`config.mk`:
```
export PLATFORM = sky130hd
export DESIGN_NAME = url_query_tokenizer_percent_decode_core
export DESIGN_NICKNAME = d
export VERILOG_FILES = /design/src/rtl/uqtpd_pkg.sv /design/src/rtl/url_query_tokenizer_percent_decode_core.sv /design/src/rtl/uqtpd_front.sv /design/src/rtl/uqtpd_queue.sv /design/src/rtl/uqtpd_back.sv
export SDC_FILE = /design/constraint.sdc
export NUM_CORES = 1
export LEC_CHECK = 0
export BUFFER_PORTS_ARGS = -buffer_cell sky130_fd_sc_hd__buf_2
export CORE_MARGIN = 4
export CORE_UTILIZATION = 35
export CTS_CLUSTER_SIZE = 24
export DETAILED_ROUTE_END_ITERATION = 6
export GPL_TIMING_DRIVEN = 0
export PLACE_DENSITY = 0.48
export SLEW_MARGIN = 20
export SYNTH_ARGS = -nofsm -noshare
export SYNTH_HDL_FRONTEND = slang
export SYNTH_HIERARCHICAL = 1
export SYNTH_SLANG_ARGS = --single-unit
export TNS_END_PERCENT = 30
```
`constraint.sdc`:
```
create_clock -name clk -period 10.6 [get_ports clk]
set_clock_uncertainty 0.1 [all_clocks]
set_input_delay 2.12 -clock clk [delete_from_list [all_inputs] [get_ports clk]]
set_output_delay 2.12 -clock clk [all_outputs]
set_load 0.05 [all_outputs]
```
`src/rtl/uqtpd_pkg.sv`:
```
// Shared types and character constants of the request-target tokenizer.
package uqtpd_pkg;

	// Most results that one input byte can cause
	localparam int MAX_RES = 5;

	// Delimiters and special bytes
	localparam logic [7:0] CH_HASH  = 8'h23;
	localparam logic [7:0] CH_QUEST = 8'h3F;
	localparam logic [7:0] CH_AMP   = 8'h26;
	localparam logic [7:0] CH_EQ    = 8'h3D;
	localparam logic [7:0] CH_PCT   = 8'h25;
	localparam logic [7:0] CH_PLUS  = 8'h2B;
	localparam logic [7:0] CH_SPACE = 8'h20;

	// Offset added to a hex letter's position after 'a' or 'A'
	localparam logic [7:0] HEX_LETTER_BASE = 8'd10;

	typedef enum logic [2:0] {
		SEC_PATH  = 3'd0,
		SEC_KEY   = 3'd1,
		SEC_VALUE = 3'd2,
		SEC_DONE  = 3'd3,
		SEC_ERROR = 3'd4
	} sec_t;

	typedef enum logic [2:0] {
		K_PATH_BYTE  = 3'd0,
		K_KEY_BYTE   = 3'd1,
		K_VALUE_BYTE = 3'd2,
		K_PATH_END   = 3'd3,
		K_KEY_END    = 3'd4,
		K_VALUE_END  = 3'd5,
		K_NO_EQUALS  = 3'd6,
		K_TARGET_END = 3'd7
	} kind_t;

	// One result item
	typedef struct packed {
		kind_t      kind;
		logic [7:0] ch;
	} res_t;

	// All results of one input byte, entry 0 first
	typedef struct packed {
		logic [2:0]              cnt;
		res_t [MAX_RES-1:0]      res;
	} cmd_t;

endpackage

```
`src/rtl/url_query_tokenizer_percent_decode_core.sv`:
```
// Top level of the request-target tokenizer with percent decoding.
//
//  channel | direction | handshake            | payload
//  --------+-----------+----------------------+---------------------------
//  in      | input     | in_valid / in_stall   | char_in, final_char
//  out     | output    | out_valid / out_stall | kind, char_out, run_last
//
// One byte is accepted per cycle while the result queue has room; a byte that
// causes no result is consumed in that cycle. The back end drives the results of
// a list one at a time; one byte causes up to 5 results.
// The queue holds QUEUE_DEPTH result lists; the front stalls only when it is full.
// Reset clears the section and escape state, the queue and the output valid.
// A stalled output holds its result; the front keeps taking bytes until the queue fills.
module url_query_tokenizer_percent_decode_core import uqtpd_pkg::*; #(
	parameter int QUEUE_DEPTH = 4
) (
	input  logic       clk,
	input  logic       arst_n,
	input  logic       in_valid,
	output logic       in_stall,
	input  logic [7:0] char_in,
	input  logic       final_char,
	output logic       out_valid,
	input  logic       out_stall,
	output logic [2:0] kind,
	output logic [7:0] char_out,
	output logic       run_last
);

	logic q_full, q_push, q_pop, q_empty;
	cmd_t q_data, q_head;

	uqtpd_front u_front (
		.clk       (clk),
		.arst_n    (arst_n),
		.in_valid  (in_valid),
		.in_stall  (in_stall),
		.char_in   (char_in),
		.final_char(final_char),
		.q_full    (q_full),
		.q_push    (q_push),
		.q_data    (q_data)
	);

	uqtpd_queue #(
		.DEPTH(QUEUE_DEPTH)
	) u_queue (
		.clk      (clk),
		.arst_n   (arst_n),
		.push     (q_push),
		.push_data(q_data),
		.full     (q_full),
		.pop      (q_pop),
		.head     (q_head),
		.empty    (q_empty)
	);

	uqtpd_back u_back (
		.clk      (clk),
		.arst_n   (arst_n),
		.head     (q_head),
		.empty    (q_empty),
		.pop      (q_pop),
		.out_valid(out_valid),
		.out_stall(out_stall),
		.kind     (kind),
		.char_out (char_out),
		.run_last (run_last)
	);

endmodule

```
`src/rtl/uqtpd_front.sv`:
```
// Front end: accepts request bytes, tracks section and escape state, builds result lists.
module uqtpd_front import uqtpd_pkg::*; (
	input  logic       clk,
	input  logic       arst_n,
	input  logic       in_valid,
	output logic       in_stall,
	input  logic [7:0] char_in,
	input  logic       final_char,
	input  logic       q_full,
	output logic       q_push,
	output cmd_t       q_data
);

	// Hex digit value; bit 4 marks a valid digit
	function automatic logic [4:0] hex_val(input logic [7:0] c);
		logic [7:0] t;
		t = 8'h00;
		if (c >= 8'h30 && c <= 8'h39) begin
			t = c - 8'h30;
			return {1'b1, t[3:0]};
		end
		if (c >= 8'h61 && c <= 8'h66) begin
			t = c - 8'h61 + HEX_LETTER_BASE;
			return {1'b1, t[3:0]};
		end
		if (c >= 8'h41 && c <= 8'h46) begin
			t = c - 8'h41 + HEX_LETTER_BASE;
			return {1'b1, t[3:0]};
		end
		return 5'd0;
	endfunction

	// Append one result if there is room
	function automatic cmd_t add_res(input cmd_t c, input kind_t k, input logic [7:0] ch);
		cmd_t r;
		r = c;
		if (r.cnt < 3'(MAX_RES)) begin
			r.res[r.cnt] = '{kind: k, ch: ch};
			r.cnt = r.cnt + 3'd1;
		end
		return r;
	endfunction

	// Emit a pending escape literally
	function automatic cmd_t flush_esc(input cmd_t c, input kind_t k, input logic [1:0] esc,
			input logic [7:0] fh);
		cmd_t r;
		r = c;
		if (esc != 2'd0) begin
			r = add_res(r, k, CH_PCT);
		end
		if (esc == 2'd2) begin
			r = add_res(r, k, fh);
		end
		return r;
	endfunction

	sec_t       sec_q, sec_mid;
	logic [1:0] esc_q, esc_mid;
	logic [7:0] fh_q, fh_mid;

	logic       accept;
	logic       is_hash, is_quest, is_amp, is_eq, is_pct, is_plus;
	logic [4:0] c_hex, fh_hex;
	logic       data_en, esc_take, esc_done, fresh;
	kind_t      dk;
	cmd_t       cmd;

	assign accept   = in_valid && !q_full;
	assign in_stall = q_full;
	assign q_push   = accept && (cmd.cnt != 3'd0);
	assign q_data   = cmd;

	// Classify the byte
	always_comb begin
		is_hash  = (char_in == CH_HASH);
		is_quest = (char_in == CH_QUEST);
		is_amp   = (char_in == CH_AMP);
		is_eq    = (char_in == CH_EQ);
		is_pct   = (char_in == CH_PCT);
		is_plus  = (char_in == CH_PLUS);
		c_hex    = hex_val(char_in);
		fh_hex   = hex_val(fh_q);
		dk       = (sec_q == SEC_KEY) ? K_KEY_BYTE : K_VALUE_BYTE;
		data_en  = ((sec_q == SEC_KEY) && !is_eq && !is_amp && !is_hash) ||
			((sec_q == SEC_VALUE) && !is_amp && !is_hash);
		esc_take = data_en && (esc_q == 2'd1) && c_hex[4];
		esc_done = data_en && (esc_q == 2'd2) && c_hex[4];
		fresh    = data_en && !esc_take && !esc_done;
	end

	// Next state after the byte, before the end-of-target return
	always_comb begin
		sec_mid = sec_q;
		esc_mid = esc_q;
		fh_mid  = fh_q;
		case (sec_q)
			SEC_PATH: begin
				if (is_quest) begin
					sec_mid = SEC_KEY;
				end else if (is_hash) begin
					sec_mid = SEC_DONE;
				end
			end
			SEC_KEY: begin
				if (is_eq) begin
					sec_mid = SEC_VALUE;
					esc_mid = 2'd0;
				end else if (is_amp || is_hash) begin
					sec_mid = SEC_ERROR;
					esc_mid = 2'd0;
				end
			end
			SEC_VALUE: begin
				if (is_amp) begin
					sec_mid = SEC_KEY;
					esc_mid = 2'd0;
				end else if (is_hash) begin
					sec_mid = SEC_DONE;
					esc_mid = 2'd0;
				end
			end
			default: begin
			end
		endcase
		if (data_en) begin
			if (esc_take) begin
				esc_mid = 2'd2;
				fh_mid  = char_in;
			end else if (fresh && is_pct) begin
				esc_mid = 2'd1;
			end else begin
				esc_mid = 2'd0;
			end
		end
	end

	// Build the result list of the byte
	always_comb begin
		cmd = '0;
		case (sec_q)
			SEC_PATH: begin
				if (is_quest || is_hash) begin
					cmd = add_res(cmd, K_PATH_END, 8'h00);
				end else begin
					cmd = add_res(cmd, K_PATH_BYTE, char_in);
				end
			end
			SEC_KEY: begin
				if (is_eq) begin
					cmd = flush_esc(cmd, K_KEY_BYTE, esc_q, fh_q);
					cmd = add_res(cmd, K_KEY_END, 8'h00);
				end else if (is_amp || is_hash) begin
					cmd = add_res(cmd, K_NO_EQUALS, 8'h00);
				end
			end
			SEC_VALUE: begin
				if (is_amp || is_hash) begin
					cmd = flush_esc(cmd, K_VALUE_BYTE, esc_q, fh_q);
					cmd = add_res(cmd, K_VALUE_END, 8'h00);
				end
			end
			default: begin
			end
		endcase
		if (data_en) begin
			if (esc_done) begin
				cmd = add_res(cmd, dk, {fh_hex[3:0], c_hex[3:0]});
			end else if (esc_q == 2'd1 && !esc_take) begin
				cmd = add_res(cmd, dk, CH_PCT);
			end else if (esc_q == 2'd2) begin
				cmd = add_res(cmd, dk, CH_PCT);
				cmd = add_res(cmd, dk, fh_q);
			end
			if (fresh && !is_pct) begin
				cmd = add_res(cmd, dk, is_plus ? CH_SPACE : char_in);
			end
		end
		if (final_char) begin
			case (sec_mid)
				SEC_PATH: begin
					cmd = add_res(cmd, K_PATH_END, 8'h00);
				end
				SEC_KEY: begin
					cmd = add_res(cmd, K_NO_EQUALS, 8'h00);
				end
				SEC_VALUE: begin
					cmd = flush_esc(cmd, K_VALUE_BYTE, esc_mid, fh_mid);
					cmd = add_res(cmd, K_VALUE_END, 8'h00);
				end
				default: begin
				end
			endcase
			cmd = add_res(cmd, K_TARGET_END, 8'h00);
		end
	end

	// Advance state on each accepted byte; return to start after the last byte
	always_ff @(posedge clk or negedge arst_n) begin
		if (!arst_n) begin
			sec_q <= SEC_PATH;
			esc_q <= 2'd0;
			fh_q  <= 8'h00;
		end else if (accept) begin
			if (final_char) begin
				sec_q <= SEC_PATH;
				esc_q <= 2'd0;
				fh_q  <= 8'h00;
			end else begin
				sec_q <= sec_mid;
				esc_q <= esc_mid;
				fh_q  <= fh_mid;
			end
		end
	end

	// A held second escape byte is always a hex digit
	a_fh_hex: assert property (@(posedge clk) disable iff (!arst_n)
		(esc_q == 2'd2) |-> fh_hex[4])
		else $error("pending escape digit is not hex");

	// A pushed list holds between one and the maximum of results
	a_push_cnt: assert property (@(posedge clk) disable iff (!arst_n)
		q_push |-> (q_data.cnt >= 3'd1 && q_data.cnt <= 3'(MAX_RES)))
		else $error("bad result count pushed");

endmodule

```
`src/rtl/uqtpd_queue.sv`:
```
// Short queue of result lists between the front and back ends.
module uqtpd_queue import uqtpd_pkg::*; #(
	parameter int DEPTH = 4
) (
	input  logic clk,
	input  logic arst_n,
	input  logic push,
	input  cmd_t push_data,
	output logic full,
	input  logic pop,
	output cmd_t head,
	output logic empty
);

	localparam int PTR_W = $clog2(DEPTH);
	localparam int CNT_W = $clog2(DEPTH + 1);

	cmd_t             entries_q [DEPTH];
	logic [PTR_W-1:0] wr_ptr_q, rd_ptr_q;
	logic [CNT_W-1:0] cnt_q;

	assign full  = (cnt_q == CNT_W'(DEPTH));
	assign empty = (cnt_q == '0);
	assign head  = entries_q[rd_ptr_q];

	// Store a pushed list
	always_ff @(posedge clk) begin
		if (push) begin
			entries_q[wr_ptr_q] <= push_data;
		end
	end

	// Advance pointers and fill count
	always_ff @(posedge clk or negedge arst_n) begin
		if (!arst_n) begin
			wr_ptr_q <= '0;
			rd_ptr_q <= '0;
			cnt_q    <= '0;
		end else begin
			if (push) begin
				wr_ptr_q <= (wr_ptr_q == PTR_W'(DEPTH - 1)) ? '0 : wr_ptr_q + 1'b1;
			end
			if (pop) begin
				rd_ptr_q <= (rd_ptr_q == PTR_W'(DEPTH - 1)) ? '0 : rd_ptr_q + 1'b1;
			end
			if (push && !pop) begin
				cnt_q <= cnt_q + 1'b1;
			end else if (pop && !push) begin
				cnt_q <= cnt_q - 1'b1;
			end
		end
	end

	a_no_overflow: assert property (@(posedge clk) disable iff (!arst_n)
		full |-> !push)
		else $error("push into full queue");

	a_no_underflow: assert property (@(posedge clk) disable iff (!arst_n)
		empty |-> !pop)
		else $error("pop from empty queue");

endmodule

```
`src/rtl/uqtpd_back.sv`:
```
// Back end: walks each queued result list and drives results through an output register.
module uqtpd_back import uqtpd_pkg::*; (
	input  logic       clk,
	input  logic       arst_n,
	input  cmd_t       head,
	input  logic       empty,
	output logic       pop,
	output logic       out_valid,
	input  logic       out_stall,
	output logic [2:0] kind,
	output logic [7:0] char_out,
	output logic       run_last
);

	logic       out_valid_q;
	kind_t      kind_q;
	logic [7:0] char_q;
	logic       last_q;
	logic [2:0] idx_q;

	logic       load;
	logic       sel_last;
	res_t       sel;

	assign load     = !empty && (!out_valid_q || !out_stall);
	assign sel      = head.res[idx_q];
	assign sel_last = (idx_q == head.cnt - 3'd1);
	assign pop      = load && sel_last;

	assign out_valid = out_valid_q;
	assign kind      = kind_q;
	assign char_out  = char_q;
	assign run_last  = last_q;

	// Load the next result when the output register is free
	always_ff @(posedge clk) begin
		if (load) begin
			kind_q <= sel.kind;
			char_q <= sel.ch;
			last_q <= sel_last;
		end
	end

	// Advance within the list; hold valid while stalled
	always_ff @(posedge clk or negedge arst_n) begin
		if (!arst_n) begin
			out_valid_q <= 1'b0;
			idx_q       <= 3'd0;
		end else begin
			if (load) begin
				out_valid_q <= 1'b1;
				idx_q       <= sel_last ? 3'd0 : idx_q + 3'd1;
			end else if (!out_stall) begin
				out_valid_q <= 1'b0;
			end
		end
	end

	// The walk index starts fresh whenever no list waits
	a_idx_idle: assert property (@(posedge clk) disable iff (!arst_n)
		empty |-> (idx_q == 3'd0))
		else $error("list index left mid-way with empty queue");

endmodule

```
==> impl_metrics.csv <==
group,metric,value,unit
floorplan,pin_count,27,
floorplan,rows,74,
timing,setup_viol,0,
finish,drive_gt1_share,20.65,%
drt,dr.first_iter.drc_count,1066,
logic_synthesis,postSynthCellCount,1165,
logic_synthesis,post_synthesis_net_count,1201,
clock_tree,cts_max_path_buffers,3,
logic_synthesis,post_synthesis_cell_area,14560,um^2
drt,routed-via-count,10760,
floorplan,initial_core_util,35.50,%
global_routing,global_route_wire_length_before_repair,68840,um
timing,report.final.hold_viol_count,0,
drt,vias_per_cell,6.006,
timing,worst_slew_margin_rel,29.32,%
finish,design_area,16600,um^2
run,timing.max_cap.violations,0,
clock_tree,root_buffer_selected_by_cts,"sky130_fd_sc_hd__clkbuf_16",
clock_tree,cts_tree,"built",
drt,antenna_violating_nets_post_route,0,
logic_synthesis,synth-seq-area-share,54.45,%
timing,fmax,97.67,MHz
finish,layout.cells.most_common,"sky130_fd_sc_hd__edfxtp_1",
drt,totalWireLength,46550,um
hold_path,hp-class,"reg2reg",
pwr,power.switching_fraction,38.84,%
placement,dp_hpwl,33400,um
timing,min_period_over_period,96.59,%
placement,gpl.final_weighted_congestion,0.9537,
drt,drc_errors,0,
global_routing,grt_max_degree,39,
finish,n_fill_cell,3866,
setup_path,critical_path.most_common_cell,"sky130_fd_sc_hd__ha_1",
placement,count_of_input_and_output_buffers,24,
logic_synthesis,number_of_synthesized_flops_with_an_enable_pin,244,
pwr,p_sw,1.824,mW
run_status,outcome,"finished clean",
global_routing,groute.usage.overall,20.28,%
drt,dr.pass1.iters,6,
placement,pre_cts_ws,-1.484,ns
pwr,power.combinational.fraction,45.6,%
floorplan,die_area,44920,um^2
setup_path,critPathCaptureType,"register",
setup_path,worst_ep_arrival_time,10.57,ns
timing,final.setup.worst_slack,0.3616,ns
timing,timing_max_transition_violations_final,0,
logic_synthesis,synth-warning-count,6,
setup_path,critical_path_fanout_max,10,
finish,final_cell_mix,"sky130_fd_sc_hd__edfxtp_1, sky130_fd_sc_hd__nand2_1, sky130_fd_sc_hd__a21oi_1, sky130_fd_sc_hd__nor2_1, sky130_fd_sc_hd__mux4_2",
pwr,seqPwrFrac,33.4,%
placement,postPlaceCellArea,15490,um^2
pwr,powerDensity,283.1,nW/um^2
global_routing,first_global_vias,10240,
logic_synthesis,ys_dominant_reg_cell,"sky130_fd_sc_hd__edfxtp_1",
pwr,post-layout-total-power,4.698,mW
pwr,cellLeakagePower,5.771,nW
pwr,power_report.internal_total,2.873,mW
pwr,share_clk_of_total_power,21.0,%
drt,drt-wirelength-per-cell,25.97,um
setup_path,critical_path.startpoint_type,"input port",
logic_synthesis,ys_types,103,
setup_path,critPathKind,"in2reg",
logic_synthesis,postSynthAreaPerCell,12.50,um^2
clock_tree,clkLatencyLatePin,0.55,ns
finish,finalNetCount,1272,
global_routing,global_route.overflow_total,0,
logic_synthesis,synth.largest_area_cell,"sky130_fd_sc_hd__edfxtp_1",
clock_tree,cts_inserted_buffers,30,
pwr,worst_ir_drop_vdd,0.1303,mV
clock_tree,htree_num_levels,1,
logic_synthesis,synth_async_sr_flop_share,8.955,%
clock_tree,hold_buffers,0,
floorplan,dieHeight,212.0,um
setup_path,timing.critical_path.slowest_cell_delay,0.64,ns
timing,fin_worst_hold_slack,0.3839,ns
clock_tree,clkSinkCount,268,
timing,timing.final.crit_period,10.24,ns
logic_synthesis,ys_ff_latch,268,
logic_synthesis,synth_largest_type_area_fraction,50.33,%
timing,totalNegativeSetupSlack,0,ns
timing,worst_pin_slew,1.060,ns
finish,synthToLayoutAreaGrowth,13.99,%
floorplan,die_width,212.0,um
logic_synthesis,ys_top_cells_by_area,"sky130_fd_sc_hd__edfxtp_1, sky130_fd_sc_hd__mux4_2, sky130_fd_sc_hd__dfrtp_1",
setup_path,standard_cell_with_the_maximum_stage_delay_on_the_critical_path,"sky130_fd_sc_hd__or4b_4",
floorplan,design.core.area,41020,um^2
clock_tree,clkTransAtPathRegs,0.06,ns
setup_path,cp_data_required_time,10.93,ns
global_routing,antenna_violations_before_repair,0,
==> per-stage QoR <==
stage                     util (%)  cells
final                        40.46   1792
after global routing         40.46   1791
after CTS                    40.19   1783
after detailed placement     37.76   1728
after global placement       37.42   1721
after floorplan                  -   1165
==> power by group through the flow <==
| stage | registers, mW | logic (mW) | clock network (mW) |
|---|---|---|---|
| 3_5_place_dp | 1.59 | 2.11 | 0 |
| 2_1_floorplan | 1.67 | 1.37 | 0 |
| 4_1_cts | 1.57 | 2.14 | 1.01 |
| 3_3_place_gp | 1.61 | 2.07 | 0 |
| 6_report | 1.57 | 2.14 | 0.984 |
| 5_1_grt | 1.59 | 2.29 | 1.06 |
==> worst paths after layout <==
check	from	to	slack, ns	cells past startpoint
setup reg to reg	u_front/sec_q[1]	u_queue/cnt_q[1]	1.47	38
min in group asynchronous	arst_n	u_back/out_valid	1.57	1
hold / removal	u_queue/cnt_q[2]	u_queue/cnt_q[2]	0.38	1
hold reg to reg	u_queue/cnt_q[2]	u_queue/cnt_q[2]	0.38	1
setup / recovery	char_in[7]	u_queue/cnt_q[1]	0.36	38
max in group asynchronous	arst_n	u_front/fh_q[5]	8.29	1
==> worst max-delay path, delay by kind of cell <==
kind,cells,cell delay [ns]
fa+ha+maj,8,2.57
simple gates,13,3.14
compound gates,7,1.11
buf+inv,9,1.33
mux,1,0.27
==> flip-flops by register name, summed over array words and instances (netlist names) <==
| signal | cells |
|---|---|
| u_back/kind | 3 |
| u_back/run_last | 1 |
| u_queue/rd_ptr_q | 2 |
| u_queue/cnt_q | 3 |
| u_front/sec_q | 3 |
| u_queue/wr_ptr_q | 2 |
| u_front/fh_q | 8 |
| u_front/esc_q | 2 |
| u_back/out_valid | 1 |
| u_queue/entries_q | 232 |
| u_back/idx_q | 3 |
| u_back/char_out | 8 |
==> kinds of logic (layout without fill, tap and decap cells) <==
| kind of cell | count (synthesis) | count (layout) | share of synthesized area (%) |
|---|---|---|---|
| XOR/XNOR | 6 | 6 | 0.4727 |
| multiplexers | 86 | 86 | 11.95 |
| adder cells (fa/ha/maj) | 23 | 23 | 2.028 |
| buffers and inverters | 118 | 212 | 4.271 |
| flip-flops | 268 | 268 | 54.45 |
| AND/OR/NAND/NOR | 328 | 328 | 11.38 |
| other | 0 | 1 | 0 |
| AO/OA/AOI/OAI | 336 | 336 | 15.44 |
==> synth_stat cells, drive strengths merged, types with 26 or more instances <==
library cell	n
nand2	115
mux4	69
clkbuf	35
nor3	26
edfxtp	244
a21oi	95
nor2	86
o22ai	31
buf	41
o21ai	72
inv	40
==> final cells by class <==
cell class	instances	area (um^2)	area share, %
tap	532	665.6	4.011
antenna	1	2.502	0.01508
clock buffer	34	787.0	4.742
timing repair buffer	40	301.5	1.817
clock inverter	21	152.6	0.9198
buffer	75	460.4	2.774
multi-input combinational	779	6135	36.96
inverter	42	163.9	0.9876
sequential	268	7928	47.77
==> layer usage <==
layer	GRT usage, %	vias to the layer above	part of all wire (%)	wire length (um)
li1	-	4734	-	-
met1	29.85	5494	45	21150
met2	32.04	447	46	21350
met3	2.134	87	5.6	2609
met4	5.790	0	3.1	1430
met5	0	-	0	0
==> timing repair <==
| action | CTS | global route |
|---|---|---|
| setup endpoints to repair | 245 | 235 |
| gates resized for setup | 10 | 7 |
| pin swaps | 1 | 3 |
| setup buffers | 1 | 8 |
(Power assumes the default switching activity.)
